[config.mk]
export PLATFORM = sky130hd
export DESIGN_NAME = utf8_to_fibonacci_encoder
export DESIGN_NICKNAME = d
export VERILOG_FILES = /design/src/rtl/u2f_pkg.sv /design/src/rtl/u2f_zeck.sv /design/src/rtl/utf8_to_fibonacci_encoder.sv
export VERILOG_INCLUDE_DIRS = /design/src /design/src/rtl
export SDC_FILE = /design/constraint.sdc
export NUM_CORES = 1
export LEC_CHECK = 0
export CAP_MARGIN = 30
export CORE_MARGIN = 10
export CORE_UTILIZATION = 30
export CTS_CLUSTER_SIZE = 20
export DETAILED_ROUTE_END_ITERATION = 6
export DONT_BUFFER_PORTS = 1
export SYNTH_ARGS = -nofsm -noshare
export SYNTH_HDL_FRONTEND = slang
export SYNTH_SLANG_ARGS = --single-unit
[constraint.sdc]
create_clock -name clk -period 10.4 [get_ports clk]
set_clock_uncertainty 0.15 [all_clocks]
set_input_delay 1.56 -clock clk [delete_from_list [all_inputs] [get_ports clk]]
set_output_delay 1.56 -clock clk [all_outputs]
set_load 0.02 [all_outputs]
[src/rtl/utf8_to_fibonacci_encoder_defines.svh]
// Assertion helpers used by the encoder RTL.
`ifndef UTF8_TO_FIBONACCI_ENCODER_DEFINES_SVH
`define UTF8_TO_FIBONACCI_ENCODER_DEFINES_SVH

// Same-cycle implication, checked outside reset.
`define U2F_ASSERT_NOW(label, ante, cons) \
    label: assert property (@(posedge clk) disable iff (!rst_n) (ante) |-> (cons)) \
        else $error("u2f: same-cycle check failed");

// Next-cycle implication, checked outside reset.
`define U2F_ASSERT_NEXT(label, ante, cons) \
    label: assert property (@(posedge clk) disable iff (!rst_n) (ante) |=> (cons)) \
        else $error("u2f: next-cycle check failed");

`endif

[src/rtl/u2f_pkg.sv]
package u2f_pkg;

    localparam int CP_W      = 21;
    localparam int FIB_COUNT = 29;
    localparam int FIB_W     = 20;
    localparam int IDX_W     = 5;

    localparam logic [IDX_W-1:0] TOP_IDX = IDX_W'(FIB_COUNT - 1);
    localparam logic [CP_W-1:0]  CP_MAX  = CP_W'(1114111);

    typedef enum logic [2:0] {
        ERR_NONE  = 3'd0,
        ERR_LEAD  = 3'd1,
        ERR_CONT  = 3'd2,
        ERR_TRUNC = 3'd3,
        ERR_RANGE = 3'd4
    } err_code_t;

    typedef struct packed {
        logic [7:0] in_byte;
        logic       end_of_stream;
    } utf_item_t;

    typedef struct packed {
        logic [7:0] out_byte;
        logic       byte_valid;
        logic [2:0] error_code;
        logic       last;
    } code_item_t;

    // One code bit offered by the Zeckendorf unit to the packer.
    typedef struct packed {
        logic valid;
        logic code_bit;
        logic last_bit;
        logic few_left;
    } zk_bit_t;

    function automatic logic [FIB_W-1:0] fib_term(input logic [IDX_W-1:0] idx);
        logic [FIB_W-1:0] term;
        case (idx)
            5'd0:    term = 20'd1;
            5'd1:    term = 20'd2;
            5'd2:    term = 20'd3;
            5'd3:    term = 20'd5;
            5'd4:    term = 20'd8;
            5'd5:    term = 20'd13;
            5'd6:    term = 20'd21;
            5'd7:    term = 20'd34;
            5'd8:    term = 20'd55;
            5'd9:    term = 20'd89;
            5'd10:   term = 20'd144;
            5'd11:   term = 20'd233;
            5'd12:   term = 20'd377;
            5'd13:   term = 20'd610;
            5'd14:   term = 20'd987;
            5'd15:   term = 20'd1597;
            5'd16:   term = 20'd2584;
            5'd17:   term = 20'd4181;
            5'd18:   term = 20'd6765;
            5'd19:   term = 20'd10946;
            5'd20:   term = 20'd17711;
            5'd21:   term = 20'd28657;
            5'd22:   term = 20'd46368;
            5'd23:   term = 20'd75025;
            5'd24:   term = 20'd121393;
            5'd25:   term = 20'd196418;
            5'd26:   term = 20'd317811;
            5'd27:   term = 20'd514229;
            5'd28:   term = 20'd832040;
            default: term = 20'hFFFFF;
        endcase
        return term;
    endfunction

endpackage

[src/rtl/u2f_zeck.sv]
module u2f_zeck
    import u2f_pkg::*;
(
    input  logic            clk,
    input  logic            rst_n,
    input  logic            start,
    input  logic [CP_W-1:0] start_value,
    input  logic            hold,
    output zk_bit_t         bit_out,
    output logic            busy
);

    typedef enum logic [2:0] {
        ZK_IDLE = 3'b001,
        ZK_SCAN = 3'b010,
        ZK_EMIT = 3'b100
    } zk_state_t;

    zk_state_t              state_reg, state_next;
    logic [CP_W-1:0]        rest_reg, rest_next;
    logic [IDX_W-1:0]       term_idx_reg, term_idx_next;
    logic [FIB_COUNT-1:0]   digits_reg, digits_next;
    logic [IDX_W-1:0]       bits_left_reg, bits_left_next;
    logic [FIB_W-1:0]       term;
    logic                   take;

    assign term = fib_term(term_idx_reg);
    assign take = (rest_reg >= {1'b0, term});

    always_comb
    begin
        state_next     = state_reg;
        rest_next      = rest_reg;
        term_idx_next  = term_idx_reg;
        digits_next    = digits_reg;
        bits_left_next = bits_left_reg;
        case (state_reg)
            ZK_IDLE:
            begin
                if (start)
                begin
                    rest_next     = start_value;
                    term_idx_next = TOP_IDX;
                    digits_next   = '0;
                    state_next    = ZK_SCAN;
                end
            end
            ZK_SCAN:
            begin
                // greedy, top term first; digit j lands at bit j after the last step
                digits_next = {digits_reg[FIB_COUNT-2:0], take};
                if (take)
                begin
                    rest_next = rest_reg - {1'b0, term};
                    // first term taken is the top one: code length is top + 1 plus closer
                    if (digits_reg == '0)
                        bits_left_next = term_idx_reg + IDX_W'(2);
                end
                if (term_idx_reg == '0)
                    state_next = ZK_EMIT;
                else
                    term_idx_next = term_idx_reg - IDX_W'(1);
            end
            ZK_EMIT:
            begin
                if (!hold)
                begin
                    digits_next    = digits_reg >> 1;
                    bits_left_next = bits_left_reg - IDX_W'(1);
                    if (bits_left_reg == IDX_W'(1))
                        state_next = ZK_IDLE;
                end
            end
            default:
            begin
                state_next = ZK_IDLE;
            end
        endcase
    end

    always_comb
    begin
        bit_out.valid    = (state_reg == ZK_EMIT);
        bit_out.last_bit = (bits_left_reg == IDX_W'(1));
        bit_out.code_bit = bit_out.last_bit | digits_reg[0];
        bit_out.few_left = (bits_left_reg <= IDX_W'(8));
    end

    assign busy = (state_reg != ZK_IDLE);

    always_ff @(posedge clk or negedge rst_n)
    begin
        if (!rst_n)
        begin
            state_reg     <= ZK_IDLE;
            term_idx_reg  <= '0;
            bits_left_reg <= '0;
        end
        else
        begin
            state_reg     <= state_next;
            term_idx_reg  <= term_idx_next;
            bits_left_reg <= bits_left_next;
        end
    end

    always_ff @(posedge clk)
    begin
        rest_reg   <= rest_next;
        digits_reg <= digits_next;
    end

endmodule

[src/rtl/utf8_to_fibonacci_encoder.sv]
// A byte that completes no character has its result in the output register in the
// cycle after acceptance. A completed character is first scanned bit-serially by the
// Zeckendorf unit over 29 Fibonacci terms, then emitted one bit per cycle into the
// byte packer while the output does not stall that emission.
// Throughput: other items one per cycle while the output drains and the Zeckendorf unit is idle.
// Reset: asynchronous, active low; clears decoder, packer and the sticky error.
`include "utf8_to_fibonacci_encoder_defines.svh"

module utf8_to_fibonacci_encoder
    import u2f_pkg::*;
(
    input  logic       clk,
    input  logic       rst_n,
    input  logic       utf_valid,
    output logic       utf_stall,
    input  utf_item_t  utf_data,
    output logic       code_valid,
    input  logic       code_stall,
    output code_item_t code_data
);

    code_item_t       out_reg, out_next;
    logic             out_valid_reg, out_valid_next;
    logic [CP_W-1:0]  code_accum_reg, code_accum_next;
    logic [1:0]       cont_left_reg, cont_left_next;
    logic [7:0]       pack_byte_reg, pack_byte_next;
    logic [2:0]       pack_count_reg, pack_count_next;
    err_code_t        error_reg, error_next;
    logic             produced_reg, produced_next;

    logic             out_free;
    logic             accept;
    logic             push;
    logic             hold;
    logic             zk_start;
    logic [CP_W-1:0]  zk_value;
    logic             zk_busy;
    zk_bit_t          zk_bit;
    logic             wr_dummy;
    logic [CP_W-1:0]  cp_next;
    logic [7:0]       pack_merged;

    u2f_zeck u_zeck (
        .clk         (clk),
        .rst_n       (rst_n),
        .start       (zk_start),
        .start_value (zk_value),
        .hold        (hold),
        .bit_out     (zk_bit),
        .busy        (zk_busy)
    );

    assign out_free  = !out_valid_reg || !code_stall;
    assign utf_stall = zk_busy || !out_free;
    assign accept    = utf_valid && !utf_stall;

    // stall the bit stream where it fills a byte or ends a character while the output cannot take a result
    assign hold = zk_bit.valid && !out_free
                  && ((pack_count_reg == 3'd7) || zk_bit.last_bit);
    assign push = zk_bit.valid && !hold;

    assign cp_next     = {code_accum_reg[CP_W-7:0], utf_data.in_byte[5:0]};
    assign pack_merged = pack_byte_reg | (8'(zk_bit.code_bit) << pack_count_reg);

    always_comb
    begin
        out_next        = out_reg;
        code_accum_next = code_accum_reg;
        cont_left_next  = cont_left_reg;
        pack_byte_next  = pack_byte_reg;
        pack_count_next = pack_count_reg;
        error_next      = error_reg;
        produced_next   = produced_reg;
        zk_start        = 1'b0;
        zk_value        = CP_W'(utf_data.in_byte) + CP_W'(1);
        wr_dummy        = 1'b0;
        out_valid_next  = out_valid_reg && code_stall;

        if (accept)
        begin
            if (error_reg != ERR_NONE)
            begin
                wr_dummy = 1'b1;
            end
            else if (utf_data.end_of_stream)
            begin
                if (cont_left_reg != 2'd0)
                begin
                    error_next = ERR_TRUNC;
                    wr_dummy   = 1'b1;
                end
                else
                begin
                    if ((pack_count_reg != 3'd0) && (pack_byte_reg != 8'd0))
                    begin
                        out_next.out_byte   = pack_byte_reg;
                        out_next.byte_valid = 1'b1;
                        out_next.error_code = ERR_NONE;
                        out_next.last       = 1'b1;
                        out_valid_next      = 1'b1;
                    end
                    else
                    begin
                        wr_dummy = 1'b1;
                    end
                    pack_byte_next  = '0;
                    pack_count_next = '0;
                    code_accum_next = '0;
                end
            end
            else if (cont_left_reg == 2'd0)
            begin
                if (!utf_data.in_byte[7])
                begin
                    zk_start      = 1'b1;
                    produced_next = 1'b0;
                end
                else if (utf_data.in_byte[7:5] == 3'b110)
                begin
                    code_accum_next = CP_W'(utf_data.in_byte[4:0]);
                    cont_left_next  = 2'd1;
                    wr_dummy        = 1'b1;
                end
                else if (utf_data.in_byte[7:4] == 4'b1110)
                begin
                    code_accum_next = CP_W'(utf_data.in_byte[3:0]);
                    cont_left_next  = 2'd2;
                    wr_dummy        = 1'b1;
                end
                else if (utf_data.in_byte[7:3] == 5'b11110)
                begin
                    code_accum_next = CP_W'(utf_data.in_byte[2:0]);
                    cont_left_next  = 2'd3;
                    wr_dummy        = 1'b1;
                end
                else
                begin
                    error_next = ERR_LEAD;
                    wr_dummy   = 1'b1;
                end
            end
            else
            begin
                if (utf_data.in_byte[7:6] != 2'b10)
                begin
                    error_next = ERR_CONT;
                    wr_dummy   = 1'b1;
                end
                else
                begin
                    code_accum_next = cp_next;
                    cont_left_next  = cont_left_reg - 2'd1;
                    if (cont_left_reg != 2'd1)
                    begin
                        wr_dummy = 1'b1;
                    end
                    else if (cp_next > CP_MAX)
                    begin
                        error_next = ERR_RANGE;
                        wr_dummy   = 1'b1;
                    end
                    else
                    begin
                        zk_value      = cp_next + CP_W'(1);
                        zk_start      = 1'b1;
                        produced_next = 1'b0;
                    end
                end
            end
        end

        if (push)
        begin
            if (pack_count_reg == 3'd7)
            begin
                out_next.out_byte   = pack_merged;
                out_next.byte_valid = 1'b1;
                out_next.error_code = error_reg;
                out_next.last       = zk_bit.few_left;
                out_valid_next      = 1'b1;
                produced_next       = 1'b1;
                pack_byte_next      = '0;
                pack_count_next     = '0;
            end
            else
            begin
                pack_byte_next  = pack_merged;
                pack_count_next = pack_count_reg + 3'd1;
                // character finished without filling a byte
                if (zk_bit.last_bit && !produced_reg)
                    wr_dummy = 1'b1;
            end
        end

        if (wr_dummy)
        begin
            out_next.out_byte   = '0;
            out_next.byte_valid = 1'b0;
            out_next.error_code = error_next;
            out_next.last       = 1'b1;
            out_valid_next      = 1'b1;
        end
    end

    assign code_valid = out_valid_reg;
    assign code_data  = out_reg;

    always_ff @(posedge clk or negedge rst_n)
    begin
        if (!rst_n)
        begin
            out_valid_reg  <= 1'b0;
            code_accum_reg <= '0;
            cont_left_reg  <= '0;
            pack_byte_reg  <= '0;
            pack_count_reg <= '0;
            error_reg      <= ERR_NONE;
            produced_reg   <= 1'b0;
        end
        else
        begin
            out_valid_reg  <= out_valid_next;
            code_accum_reg <= code_accum_next;
            cont_left_reg  <= cont_left_next;
            pack_byte_reg  <= pack_byte_next;
            pack_count_reg <= pack_count_next;
            error_reg      <= error_next;
            produced_reg   <= produced_next;
        end
    end

    always_ff @(posedge clk)
    begin
        out_reg <= out_next;
    end

    `U2F_ASSERT_NOW(a_busy_stalls, zk_busy, utf_stall)
    `U2F_ASSERT_NEXT(a_start_busy, zk_start, zk_busy)
    `U2F_ASSERT_NEXT(a_error_sticky, error_reg != ERR_NONE, $stable(error_reg))
    `U2F_ASSERT_NOW(a_no_byte_after_error, (error_reg != ERR_NONE) && out_valid_reg, !out_reg.byte_valid)

endmodule
### After elaboration in Yosys (flattened, before gate mapping)

Memories as Yosys holds them, arrays and structs flattened.
Cells that the tools add are included.

* register bits: 109
* ROM bits: 640
* input bits: 13
* output and inout bits: 15
* logic and storage cells: 206
* memories: 1

* add/subtract/negate cells: 8
* magnitude comparators: 3
* eq/ne operators: 27
* shift operators: 1
* muxes and demuxes: 110
* bitwise logic cells: 4
* reductions and logical operators: 36

Memories
* (name not given): words 32, width 20, rd ports 1, clocked after memory_dff 0, write ports 0, RTL line u2f_pkg.sv:41 `case (idx)`

Operators by type and width (number)
* 21-bit 2-to-1 mux: 9
* 15-bit 2-to-1 mux: 8
* 13-bit 2-to-1 mux: 7
* 29-bit case mux with 3 select lines: 1
* 3-bit 2-to-1 mux: 22
* 29-bit 2-to-1 mux: 2
* 8-bit 2-to-1 mux: 6
* 21-bit case mux with 2 select lines: 1
* 1-bit 2-to-1 mux: 39
* 29-bit logical NOT: 1
* 5-bit 2-to-1 mux: 5
* 21-bit by 1-bit adder with 21-bit output, second input constant: 1
* 21-bit by 20-bit greater-or-equal comparator with 1-bit output: 1
* 21-bit > comparator, second input constant: 1
* 21-bit by 20-bit subtractor with 21-bit output: 1
* 5-bit case mux with 2 select lines: 2
* 2-bit inequality test, second input constant: 9
* 2-bit 2-to-1 mux: 6
* 4-bit AND reduction: 3
* 6-bit AND reduction: 2
* 2-bit by 1-bit inequality test with 1-bit output, second input constant: 5
* 2-bit nonzero test: 5
* 5-bit by 1-bit subtractor with 5-bit output, second input constant: 2
* 8-bit by 1-bit adder with 9-bit output, second input constant: 1
* other kinds (28): 49

### Logic depth before layout (Yosys ltp)

Gate-level depths: netlist of run 1.

* depth after elaboration: 12
* gate-level depth with buffers: 17
* depth with buffers taken out: 17

### Modules after synthesis

Synthesis of run 1 repeated with hierarchy kept, for this count alone.

* cells, all modules: 846
* area, all modules: 7394.6 um^2

By module, submodules not included
* u2f_zeck: times used 1, cells an instance 524, area an instance 4770.8 um^2, seq. area each 1828.0 um^2
* utf8_to_fibonacci_encoder: times used 1, cells an instance 322, area an instance 2623.8 um^2, seq. area each 1086.0 um^2

### Worst setup path before layout of run 1

No wires, ideal clock.

* path kind: input -> register
* start: in utf_data[7] (netlist name)
* end: reg u_zeck.digits_reg[0] (enable)
* library setup time: 0.455 ns
* arrival: 4.978 ns
* data required time: 9.795 ns
* setup slack: 4.817 ns
* stages: 7
* buffers on the path: 1
* cells stage by stage: buf_2 > or3b_1 > or3b_4 > o32a_1 > o21ai_2 > a22oi_1 > o21ai_0

* word-level cells in the longest chain between the ends: 8

RTL lines
* start: declaration: RTL line utf8_to_fibonacci_encoder.sv:16 `input utf_item_t utf_data,`
* 2-bit inequality test: RTL line utf8_to_fibonacci_encoder.sv:144 `if (utf_data.in_byte[7:6] != 2'b10)`
* 1-bit 2-to-1 mux: RTL line utf8_to_fibonacci_encoder.sv:144
* 1-bit 2-to-1 mux: RTL line utf8_to_fibonacci_encoder.sv:111 `else if (cont_left_reg == 2'd0)`
* 1-bit 2-to-1 mux: RTL line utf8_to_fibonacci_encoder.sv:85 `else if (utf_data.end_of_stream)`
* 1-bit 2-to-1 mux: RTL line utf8_to_fibonacci_encoder.sv:81 `if (error_reg != ERR_NONE)`
* 1-bit 2-to-1 mux: RTL line utf8_to_fibonacci_encoder.sv:79 `if (accept)`
* 2-bit by 1-bit inequality test with 1-bit output (no line)
* 3-bit AND reduction (no line)
* end signal: assignment: RTL line u2f_zeck.sv:110 `digits_reg <= digits_next;`
* end: declaration: RTL line u2f_zeck.sv:22 `logic [FIB_COUNT-1:0] digits_reg, digits_next;`

Every way passes these cells.
A chain may end at the register's enable or synchronous reset.

### Worst setup path in the final report of run 1

* start: reg u_zeck.term_idx_reg[1]
* end: reg u_zeck.rest_reg[1] (enable)

* word-level cells in the longest chain between the ends: 4

RTL lines
* start: declaration: RTL line u2f_zeck.sv:21 `logic [IDX_W-1:0] term_idx_reg, term_idx_next;`
* start signal: assignment: RTL line u2f_zeck.sv:102 `term_idx_reg <= term_idx_next;`
* memory 32 x 20 bit
* 21-bit by 20-bit greater-or-equal comparator with 1-bit output: RTL line u2f_zeck.sv:28 `assign take = (rest_reg >= {1'b0, term});`
* 2-bit by 1-bit inequality test with 1-bit output (no line)
* 3-bit AND reduction (no line)
* end signal: assignment: RTL line u2f_zeck.sv:109 `rest_reg <= rest_next;`
* end: declaration: RTL line u2f_zeck.sv:20 `logic [CP_W-1:0] rest_reg, rest_next;`

Every way passes these cells.

==> qor.csv, run 1 <==
stage,metric,value,unit
job,timing.max_cap.violations,0,
synth,cell_types_with_the_largest_area_share_after_synthesis,"sky130_fd_sc_hd__edfxtp_1 21%, sky130_fd_sc_hd__dfrtp_1 16%, sky130_fd_sc_hd__ha_1 7.0%",
run_status,result_of_the_run,"complete, no violations",
route,detailedRoute.firstPassIterationCount,5,
critical_path,cp_bufs_invs,1,
placement,hpwl,13400,um
placement,post-place-ws,5.47,ns
floorplan,starting_utilization_of_the_core_area,30.5,%
global_route,via_count_of_the_first_global_routing_pass,5597,
global_route,maximum_number_of_pins_on_one_net_before_global_route_repair,48,
route,routed-via-count,5955,
synth,mappedNetlistArea,7130,um^2
power,power_density,223,nW/um^2
final_layout,layout-drive-gt1-share,4.86,%
synth,synth_warnings,0,
route,wl_met2,8280,um
clocking,tritoncts,done,
min_path,hold_path.class,register to register,
synth,synth-seq-cells,109,
critical_path,crit_path_max_incr_delay,0.80,ns
route,dr_wl_met3,742,um
timing,fin_setup_tns,0,ns
global_route,groute.usage.overall,12.0,%
final_layout,antenna_cells_inserted,0,
critical_path,worstPathRequired,10.24,ns
synth,synth_edf_count,50,
global_route,global_route_wire_length_before_repair,30400,um
route,initialDrtViolationCount,552,
placement,port_buf_inserts,0,
synth,synth.top_cells.by_count,"94 x sky130_fd_sc_hd__nand2_1, 77 x sky130_fd_sc_hd__nor2_1, 57 x sky130_fd_sc_hd__a21oi_1",
synth,synthesis.instances,805,
power,power_leakage,2.95,nW
clocking,clockRootBuffer,sky130_fd_sc_hd__clkbuf_16,
route,detail_route.drc_violations,0,
timing,setup_viol,0,
synth,synthFlopType,sky130_fd_sc_hd__edfxtp_1,
floorplan,die_area,30300,um^2
floorplan,chip_height,174,um
global_route,global_route.overflow_total,0,
final_layout,largest_reg_flops,29,
floorplan,dieWidth,174,um
power,peakVddDrop,106,uV
timing,fin_ws,5.42,ns
route,wirelength,18500,um
timing,worst_slew_margin_rel,34.2,%
synth,yosysSeqAreaShare,40.9,%
clocking,max-clock-path-buffers,2,
timing,final-max-slew-violation-count,0,
timing,maxClockFrequency,201,MHz
clocking,clkTransAtPathRegs,0.08,ns
floorplan,ioPinCount,28,
route,drt-met1-wl,9150,um
critical_path,end_kind,register,
critical_path,worst_ep_arrival_time,4.81,ns
route,route.detailed.vias_per_inst,5.41,
critical_path,crit_path_max_fanout,21,
critical_path,cp-start-kind,register,
placement,gp_congestion,0.924,
timing,final-hold-violation-count,0,
clocking,cts_hold_repair.buffers,0,
clocking,htree_levels,3,
timing,fin_crit,4.98,ns
global_route,antenna_found_initial,0,
clocking,numClockSinks,109,
route,ant_nets,0,
floorplan,core_area,23400,um^2
critical_path,timing.critical_path.max_delay_family,compound AO/OA/AOI/OAI gates,
synth,postSynthNetCount,859,
timing,worst_slew_pin_slew,0.974,ns
route,routed_wire_length_per_instance,16.8,um
critical_path,criticalPathCategory,register to register,
final_layout,area_growth,8.50,%
clocking,cts_made_buffers,9,
timing,period_share,47.8,%
clocking,cts.repair.resized,0,
synth,most_common_cell_in_the_netlist,sky130_fd_sc_hd__nand2_1,
critical_path,path_cells,inv_1 > ha_1 > nor2_1 > nand2_1 > o31ai_1 > a21oi_1 > a32oi_1 > ha_1 > nand4_1 > nor2_1 > o21ai_0 > o21ai_1 > o21bai_1 > o21ai_0 > a22o_1,
critical_path,cp_slowest_cell,sky130_fd_sc_hd__a22o_1,
synth,synth_area_leader_cell,sky130_fd_sc_hd__edfxtp_1,
clocking,insertion_delay,0.36,ns
clocking,cts_setup_buffers,0,
timing,rsz0062_at_grt,no,
route,highest_layer,met4,
floorplan,core.rowCount,56,
synth,async_flop_share,42.2,%
synth,yosysUniqueCellTypes,67,
synth,syn_area_per_cell,8.85,um^2
synth,post-synth-top-area-fraction,21.1,%
final_layout,num-nets-final,831,
## power breakdown
| part | internal [mW] | switching, mW |
|---|---|---|
| clock | 0.168 | 0.176 |
| sequential | 0.483 | 0.0554 |
| combinational | 0.334 | 0.512 |
## layer usage
| layer | GRT usage, % | vias to the layer above |
|---|---|---|
| met5 | 0 | - |
| met1 | 16.7 | 2861 |
| li1 | - | 2936 |
| met4 | 4.67 | 0 |
| met2 | 18.3 | 134 |
| met3 | 2.10 | 24 |
## cell families (layout without fill, tap and decap cells)
kind of cell	Yosys count	after routing	synth area share (%)
muxes	10	10	1.49
buffers and inverters	67	44	3.67
and+or+nand+nor	297	297	19.9
xor gates and xnor gates	37	37	4.55
DFF	109	109	40.9
adders and majority gates	41	41	7.30
AOI/OAI and AO/OA	244	244	22.2
## per-stage QoR
step | hold WS, ns | power, mW | std cells | utilization (%) | cell area (um^2)
after global routing | 0.356 | 1.86 | 1101 | 33.0 | 7730
after global placement | 0.312 | 1.38 | 1083 | 31.6 | 7390
after floorplan | 0.292 | 1.18 | 805 | - | 7130
after detailed placement | 0.313 | 1.37 | 1085 | 31.8 | 7450
final | 0.335 | 1.73 | 1101 | 33.0 | 7730
after CTS | 0.332 | 1.72 | 1101 | 33.0 | 7730
## final timing paths
| path | to | from | slack [ns] | cells past startpoint |
|---|---|---|---|---|
| max in group asynchronous | u_zeck.state_reg[0] | rst_n | 9.16 | 0 |
| max reg2reg | u_zeck.rest_reg[1] | u_zeck.term_idx_reg[1] | 5.42 | 15 |
| min in group asynchronous | u_zeck.bits_left_reg[0] | rst_n | 0.74 | 0 |
| max | u_zeck.rest_reg[1] | u_zeck.term_idx_reg[1] | 5.42 | 15 |
| min reg2reg | produced_reg | produced_reg | 0.33 | 2 |
| min | produced_reg | produced_reg | 0.33 | 2 |
## placed cells by master, fill, tap and decap left out, types with 5 or more instances in the layout
master / count
sky130_fd_sc_hd__a211oi_1: 8
sky130_fd_sc_hd__a21o_1: 10
sky130_fd_sc_hd__a21oi_1: 57
sky130_fd_sc_hd__a22o_1: 30
sky130_fd_sc_hd__a31oi_1: 13
sky130_fd_sc_hd__and3_1: 6
sky130_fd_sc_hd__buf_4: 6
sky130_fd_sc_hd__clkbuf_16: 9
sky130_fd_sc_hd__dfrtp_1: 45
sky130_fd_sc_hd__dfxtp_1: 13
sky130_fd_sc_hd__edfxtp_1: 50
sky130_fd_sc_hd__ha_1: 40
sky130_fd_sc_hd__inv_1: 20
sky130_fd_sc_hd__mux2i_1: 8
sky130_fd_sc_hd__nand2_1: 94
sky130_fd_sc_hd__nand2b_1: 11
sky130_fd_sc_hd__nand3_1: 32
sky130_fd_sc_hd__nand4_1: 15
sky130_fd_sc_hd__nor2_1: 77
sky130_fd_sc_hd__nor2b_1: 10
sky130_fd_sc_hd__nor3_1: 14
sky130_fd_sc_hd__nor4_1: 9
sky130_fd_sc_hd__o211ai_1: 5
sky130_fd_sc_hd__o21ai_0: 54
sky130_fd_sc_hd__o22ai_1: 24
sky130_fd_sc_hd__o31ai_1: 5
sky130_fd_sc_hd__xnor2_1: 16
sky130_fd_sc_hd__xor2_1: 21
## tightest hold or removal path, stage by stage (launching register included)
cell and delay [ns]:
sky130_fd_sc_hd__dfrtp_1 0.35, sky130_fd_sc_hd__nand2_1 0.05, sky130_fd_sc_hd__nand2_1 0.06
## layout make-up
type | instances | area [um^2]
multi-input cells | 629 | 3960
repair buffers | 8 | 100
well taps | 319 | 399
fillers | 2456 | 15700
inverters | 20 | 75.1
flip-flops and latches | 109 | 2910
clock inverters | 6 | 57.6
clock buffers | 10 | 229
No activity file was read; power rests on OpenSTA's default activity.
==> run 2: changes to the inputs <==
- ABC_AREA: unset -> 1
- clock period: 10.4 -> 4.3 ns (I/O delays scaled with it)
==> run 2 against run 1 <==
Sequential cell count did not move. Area after synthesis up 6.8%. Critical path depth is the same. Utilization grew 0.37 points. Combinational power down 93%. Largest power group is now sequential cells. Die area up 6.0%. Register-to-register slack got worse by 5.1 ns. Clock power rose to 2.6 times the previous value. Routed wire length is 8.0% higher. Largest cell class unchanged. Hold slack worse by 0.087 ns. First-iteration DRC count grew 23%. Via count up 13%.
==> qor.csv, run 2 <==
stage,metric,value,unit
route,routed-via-count,6732,
power,power_density,245,nW/um^2
final_layout,regArea,2910,um^2
final_layout,layout.cells.most_common_list,"206 x sky130_fd_sc_hd__nand2_1, 130 x sky130_fd_sc_hd__inv_1, 93 x sky130_fd_sc_hd__o21ai_0, 89 x sky130_fd_sc_hd__nand3_1, 76 x sky130_fd_sc_hd__nor2_1",
critical_path,worstPathRequired,4.27,ns
final_layout,mostFrequentLayoutCell,sky130_fd_sc_hd__nand2_1,
timing,rsz0062_at_grt,no,
final_layout,layout-drive-gt1-share,8.03,%
global_route,groute.usage.overall,12.9,%
synth,synth-seq-cells,109,
clocking,cts_hold_repair.buffers,2,
route,detail_route.drc_violations,0,
final_layout,final_design_area_no_fill,8370,um^2
power,power_leakage,3.61,nW
floorplan,core.rowCount,58,
placement,place_area,8020,um^2
floorplan,core_area,25000,um^2
synth,post-synth-top-area-fraction,19.7,%
route,routed_wire_length_per_instance,15.0,um
final_layout,area_growth,9.95,%
timing,maxClockFrequency,252,MHz
synth,postSynthNetCount,1059,
min_path,hold_path.class,input port to register,
synth,most_common_cell_in_the_netlist,sky130_fd_sc_hd__nand2_1,
final_layout,filler_cell_count,2668,
power,switching_power,0.478,mW
timing,period_share,92.1,%
timing,fin_crit,3.96,ns
clocking,insertion_delay,0.37,ns
power,p_sw_share,23.4,%
route,dr_wl_met3,1060,um
critical_path,criticalPathCategory,register to register,
final_layout,largest_reg_flops,29,
final_layout,final_cell_count_no_fill,1339,
floorplan,dieWidth,179,um
route,wl_met2,9230,um
synth,mappedNetlistArea,7610,um^2
critical_path,worst_ep_arrival_time,3.93,ns
timing,worst_slew_pin_slew,0.917,ns
power,clkPwrFrac,43.7,%
final_layout,area_of_the_multi_input_gates,4060,um^2
route,ant_nets,0,
clocking,htree_levels,3,
route,wirelength,20000,um
timing,setup_viol,0,
clocking,cts_made_buffers,9,
placement,hpwl,15000,um
power,relative_contribution_of_sequential_cells_to_total_power,53.4,%
placement,port_buf_inserts,0,
synth,cell_types_with_the_largest_area_share_after_synthesis,"sky130_fd_sc_hd__edfxtp_1 20%, sky130_fd_sc_hd__dfrtp_1 15%, sky130_fd_sc_hd__nand2_1 10%",
route,initialDrtViolationCount,681,
synth,synth_area_leader_cell,sky130_fd_sc_hd__edfxtp_1,
synth,synthesis.instances,1005,
route,route.detailed.vias_per_inst,5.03,
critical_path,cp-start-kind,register,
global_route,antenna_found_initial,0,
synth,synth_edf_count,50,
global_route,global_route.overflow_total,0,
timing,final-hold-violation-count,0,
final_layout,antenna_cells_inserted,0,
synth,syn_area_per_cell,7.57,um^2
synth,synthFlopType,sky130_fd_sc_hd__edfxtp_1,
power,cell_internal_pwr,1.57,mW
global_route,global_route_wire_length_before_repair,33300,um
timing,final-max-slew-violation-count,0,
clocking,clockRootBuffer,sky130_fd_sc_hd__clkbuf_16,
synth,yosysUniqueCellTypes,53,
placement,gp_congestion,0.959,
clocking,cts.repair.resized,0,
global_route,via_count_of_the_first_global_routing_pass,6508,
placement,dp_cells,1321,
floorplan,chip_height,179,um
floorplan,starting_utilization_of_the_core_area,30.4,%
floorplan,ioPinCount,28,
synth,synth_warnings,0,
run_status,result_of_the_run,"complete, no violations",
route,drt-met1-wl,9280,um
timing,worst_slew_margin_rel,38.2,%
synth,synth.top_cells.by_count,"206 x sky130_fd_sc_hd__nand2_1, 130 x sky130_fd_sc_hd__inv_1, 93 x sky130_fd_sc_hd__o21ai_0",
final_layout,num-nets-final,1058,
clocking,tritoncts,done,
route,highest_layer,met4,
critical_path,end_kind,register,
clocking,numClockSinks,109,
synth,yosysSeqAreaShare,38.3,%
clocking,cts_setup_buffers,0,
synth,async_flop_share,42.2,%
critical_path,crit_path_max_fanout,6,
power,logic_pwr_share,3.0,%
power,peakVddDrop,258,uV
floorplan,die_area,32100,um^2
global_route,maximum_number_of_pins_on_one_net_before_global_route_repair,47,
job,timing.max_cap.violations,0,
clocking,max-clock-path-buffers,2,
clocking,clkTransAtPathRegs,0.08,ns
route,detailedRoute.firstPassIterationCount,5,
timing,fin_setup_tns,0,ns
## run 2: metrics by stage
| step | total power [mW] | utilization [%] | hold WS [ns] | worst slack [ns] |
|---|---|---|---|---|
| floorplan | 1.16 | - | 0.199 | 0.327 |
| global placement | 1.16 | 31.9 | 0.204 | 0.335 |
| detailed placement | 1.16 | 32.0 | 0.209 | 0.500 |
| CTS | 2.07 | 33.4 | 0.237 | 0.470 |
| global route | 2.11 | 33.4 | 0.242 | 0.0624 |
| finish | 2.05 | 33.4 | 0.248 | 0.339 |
## run 2: routing by layer
metal  up-vias  global-route usage, %
met5         -                      0
met4         0                   4.68
met3        30                   2.46
met2       158                   20.4
met1      3129                   17.1
li1       3415                      -
## run 2: cells by family after synthesis
group           count (synthesis)  synth area share, %
xor+xnor                       25                 2.88
fa+ha+maj                      41                 6.84
compound gates                215                 16.0
simple gates                  449                 27.4
flops                         109                 38.3
buf+inv                       166                 8.58
## run 2: power by group through the flow
stage | registers (mW) | clock network [mW] | logic [mW]
6_report | 1.09 | 0.895 | 0.0604
5_1_grt | 1.09 | 0.951 | 0.0680
4_1_cts | 1.09 | 0.915 | 0.0619
3_5_place_dp | 1.12 | 0 | 0.0473
3_3_place_gp | 1.12 | 0 | 0.0469
2_1_floorplan | 1.11 | 0 | 0.0416
## run 2: path summary, 6_finish.rpt
kind | from | end | slack [ns] | depth (start not counted)
min in group asynchronous | rst_n | code_accum_reg[12] | 0.65 | 2
max | u_zeck.term_idx_reg[0] | u_zeck.rest_reg[7] | 0.34 | 15
min | utf_data[6] | cont_left_reg[0] | 0.25 | 1
max reg2reg | u_zeck.term_idx_reg[0] | u_zeck.rest_reg[7] | 0.34 | 15
min reg2reg | u_zeck.bits_left_reg[1] | u_zeck.bits_left_reg[1] | 0.32 | 2
max in group asynchronous | rst_n | u_zeck.state_reg[0] | 3.07 | 2
## run 2: worst max-delay path, cell delays in order (launching register included)
cell and delay [ns]:
sky130_fd_sc_hd__dfrtp_1 0.38, sky130_fd_sc_hd__inv_1 0.17, sky130_fd_sc_hd__ha_1 0.29, sky130_fd_sc_hd__nor2_1 0.28
sky130_fd_sc_hd__nor2_1 0.13, sky130_fd_sc_hd__o21ai_0 0.17, sky130_fd_sc_hd__nand2_1 0.06, sky130_fd_sc_hd__o21ai_0 0.16
sky130_fd_sc_hd__ha_1 0.37, sky130_fd_sc_hd__a21oi_1 0.24, sky130_fd_sc_hd__o21ai_2 0.12, sky130_fd_sc_hd__a21boi_0 0.50
sky130_fd_sc_hd__o21ai_1 0.27, sky130_fd_sc_hd__and2_1 0.20, sky130_fd_sc_hd__o21ai_0 0.14, sky130_fd_sc_hd__nand2_1 0.06
## run 2: area by class of cell
type                    count  share of cell area, %
flip-flops and latches    109                   34.8
well taps                 330                   4.93
repair buffers             15                   1.79
multi-input cells         730                   48.5
clock inverters             7                   1.05
inverters                 139                   6.24
clock buffers               9                   2.69
==> run 3: changes to the inputs <==
- PLACE_DENSITY: unset -> 0.51
- RECOVER_POWER: unset -> 50
==> run 3 against run 2 <==
The run now ends with capacitance limit, slew limit left. Worst setup slack improved by 0.053 ns. Die area unchanged. Utilization down 0.085 points. Global-route usage is 0.42 points higher. Largest power group unchanged. Highest routed layer unchanged. Clock power fell by 1%. Sequential cell count did not move. Sequential power is essentially flat. Via count decreased by 0.79%. Cell count is 0.45% higher. Count of clock-buffer cells in the layout unchanged.
==> qor.csv, run 3 (same netlist as run 2, synthesis figures left out) <==
stage,metric,value,unit
route,ant_nets,0,
run_status,result_of_the_run,"complete, but fails checks",
power,switching_power,0.505,mW
power,power_leakage,3.60,nW
power,peakVddDrop,174,uV
timing,final-max-slew-violation-count,90,
power,logic_pwr_share,2.8,%
global_route,global_route_wire_length_before_repair,34000,um
critical_path,crit-reg2reg-launch,u_zeck.term_idx_reg[1],
critical_path,cp_slowest_cell,sky130_fd_sc_hd__dfrtp_1,
placement,hpwl,15900,um
route,detail_route.drc_violations,0,
timing,worst_slew_margin_rel,-83.1,%
power,power_density,243,nW/um^2
timing,setup_viol,0,
final_layout,area_of_the_multi_input_gates,4020,um^2
final_layout,mostFrequentLayoutCell,sky130_fd_sc_hd__nand2_1,
clocking,cts_made_buffers,9,
clocking,max-clock-path-buffers,2,
final_layout,filler_cell_count,2728,
final_layout,area_growth,9.67,%
final_layout,final_cell_count_no_fill,1345,
final_layout,layout.cells.most_common_list,"207 x sky130_fd_sc_hd__nand2_1, 131 x sky130_fd_sc_hd__inv_1, 97 x sky130_fd_sc_hd__o21ai_0, 89 x sky130_fd_sc_hd__nand3_1, 78 x sky130_fd_sc_hd__nor2_1",
clocking,clkTransAtPathRegs,0.08,ns
timing,maxClockFrequency,256,MHz
floorplan,core_area,25000,um^2
critical_path,path_depth_of_the_worst_reg2reg_path,17,
clocking,clockRootBuffer,sky130_fd_sc_hd__clkbuf_16,
power,clkPwrFrac,43.4,%
route,routed-via-count,6679,
critical_path,criticalPathCategory,register to register,
critical_path,end_kind,register,
final_layout,regArea,2910,um^2
route,routed_wire_length_per_instance,15.5,um
timing,period_share,90.9,%
global_route,maximum_number_of_pins_on_one_net_before_global_route_repair,47,
route,wirelength,20900,um
floorplan,die_area,32100,um^2
global_route,antenna_found_initial,0,
run_status,violations,"capacitance limit, slew limit",
route,detailedRoute.firstPassIterationCount,5,
floorplan,dieWidth,179,um
final_layout,num-nets-final,1064,
min_path,whs_path_depth,1,
clocking,insertion_delay,0.36,ns
floorplan,chip_height,179,um
power,cell_internal_pwr,1.53,mW
power,relative_contribution_of_sequential_cells_to_total_power,53.8,%
critical_path,cp-start-kind,register,
min_path,hp-start,utf_data[6],
global_route,groute.usage.overall,13.3,%
route,route.detailed.vias_per_inst,4.97,
critical_path,crit_path_max_fanout,7,
floorplan,core.rowCount,58,
timing,rsz0062_at_grt,no,
critical_path,worstPathRequired,4.24,ns
floorplan,ioPinCount,28,
global_route,via_count_of_the_first_global_routing_pass,6355,
critical_path,critical-path-top-cell-by-count,sky130_fd_sc_hd__o21ai_0,
job,timing.max_cap.violations,2,
clocking,cts_setup_buffers,0,
critical_path,path_cells,inv_1 > ha_1 > nand2_1 > o21ai_0 > nand2_1 > o21ai_0 > nand2_1 > o21ai_0 > ha_1 > a21oi_1 > o21ai_2 > buf_4 > a21boi_0 > buf_4 > o21ai_0 > o21ai_0 > o21ai_1,
timing,worst_slew_pin_slew,2.75,ns
timing,final-hold-violation-count,0,
global_route,global_route.overflow_total,0,
placement,dp_cells,1327,
clocking,cts.repair.resized,0,
critical_path,crit_path_max_incr_delay,0.38,ns
power,p_sw_share,24.9,%
final_layout,largest_reg_flops,29,
timing,fin_setup_tns,0,ns
placement,port_buf_inserts,0,
placement,gp_congestion,0.926,
critical_path,worstReg2RegEnd,u_zeck.rest_reg[9],
timing,fin_crit,3.91,ns
floorplan,starting_utilization_of_the_core_area,30.4,%
clocking,htree_levels,3,
clocking,tritoncts,done,
critical_path,worst_ep_arrival_time,3.85,ns
clocking,numClockSinks,109,
min_path,hold_path_end,cont_left_reg[0],
final_layout,antenna_cells_inserted,0,
final_layout,layout-drive-gt1-share,7.59,%
route,initialDrtViolationCount,547,
min_path,hold_path.class,input port to register,
critical_path,r2r_slack,0.39,ns
-- run 3: power groups by stage --
stage          registers [mW]  logic, mW  clock network (mW)
4_1_cts                  1.09     0.0618               0.912
2_1_floorplan            1.11     0.0416                   0
3_3_place_gp             1.12     0.0469                   0
6_report                 1.09     0.0570               0.882
3_5_place_dp             1.12     0.0474                   0
5_1_grt                  1.09     0.0658               0.954
-- run 3: final cells by class --
type	instances	share of cell area [%]
clock buffer	9	2.70
clock inverter	7	1.14
inverter	139	6.25
multi-input combinational	730	48.2
sequential	109	34.9
tap	330	4.95
timing repair buffer	21	1.87
-- run 3: through the flow --
stage          hold slack (ns)  cell area, um^2  worst slack (ns)  total power [mW]  util [%]
2_1_floorplan            0.199             7610             0.327              1.16         -
4_1_cts                  0.244             8410             0.477              2.07      33.6
3_5_place_dp             0.209             8050             0.512              1.16      32.2
5_1_grt                  0.266             8350             0.233              2.11      33.3
3_3_place_gp             0.209             8020             0.386              1.16      32.0
6_report                 0.260             8350             0.392              2.03      33.3
-- run 3: worst max-delay path by stage --
stage / start / to / slack (ns)
2_1_floorplan: u_zeck.term_idx_reg[1] / u_zeck.rest_reg[0] / 0.33
3_3_place_gp: u_zeck.term_idx_reg[1] / u_zeck.rest_reg[0] / 0.39
3_5_place_dp: u_zeck.term_idx_reg[1] / u_zeck.rest_reg[9] / 0.51
4_1_cts: u_zeck.term_idx_reg[1] / u_zeck.rest_reg[9] / 0.48
5_1_grt: rst_n / code_accum_reg[11] / 0.23
6_report: u_zeck.term_idx_reg[1] / u_zeck.rest_reg[9] / 0.39
-- run 3: per-layer routing --
layer  global-route usage [%]  wire length, um
met5                        0                0
met4                     4.48              443
met3                     2.13              845
met2                     20.2             9250
met1                     18.8            10400
-- run 3: repair_timing --
item                                    4_1_cts  5_1_grt
endpoints found under the hold margin        46        0
endpoints found under the setup margin        0        0
hold buffers                                  2        0
-- run 3: worst max-delay path, delay by kind of cell, from the launching register on --
family          cells  cell delay, ns
flops               1            0.38
fa+ha+maj           2            0.71
simple gates        3            0.36
compound gates      9            1.51
buf+inv             3            0.52
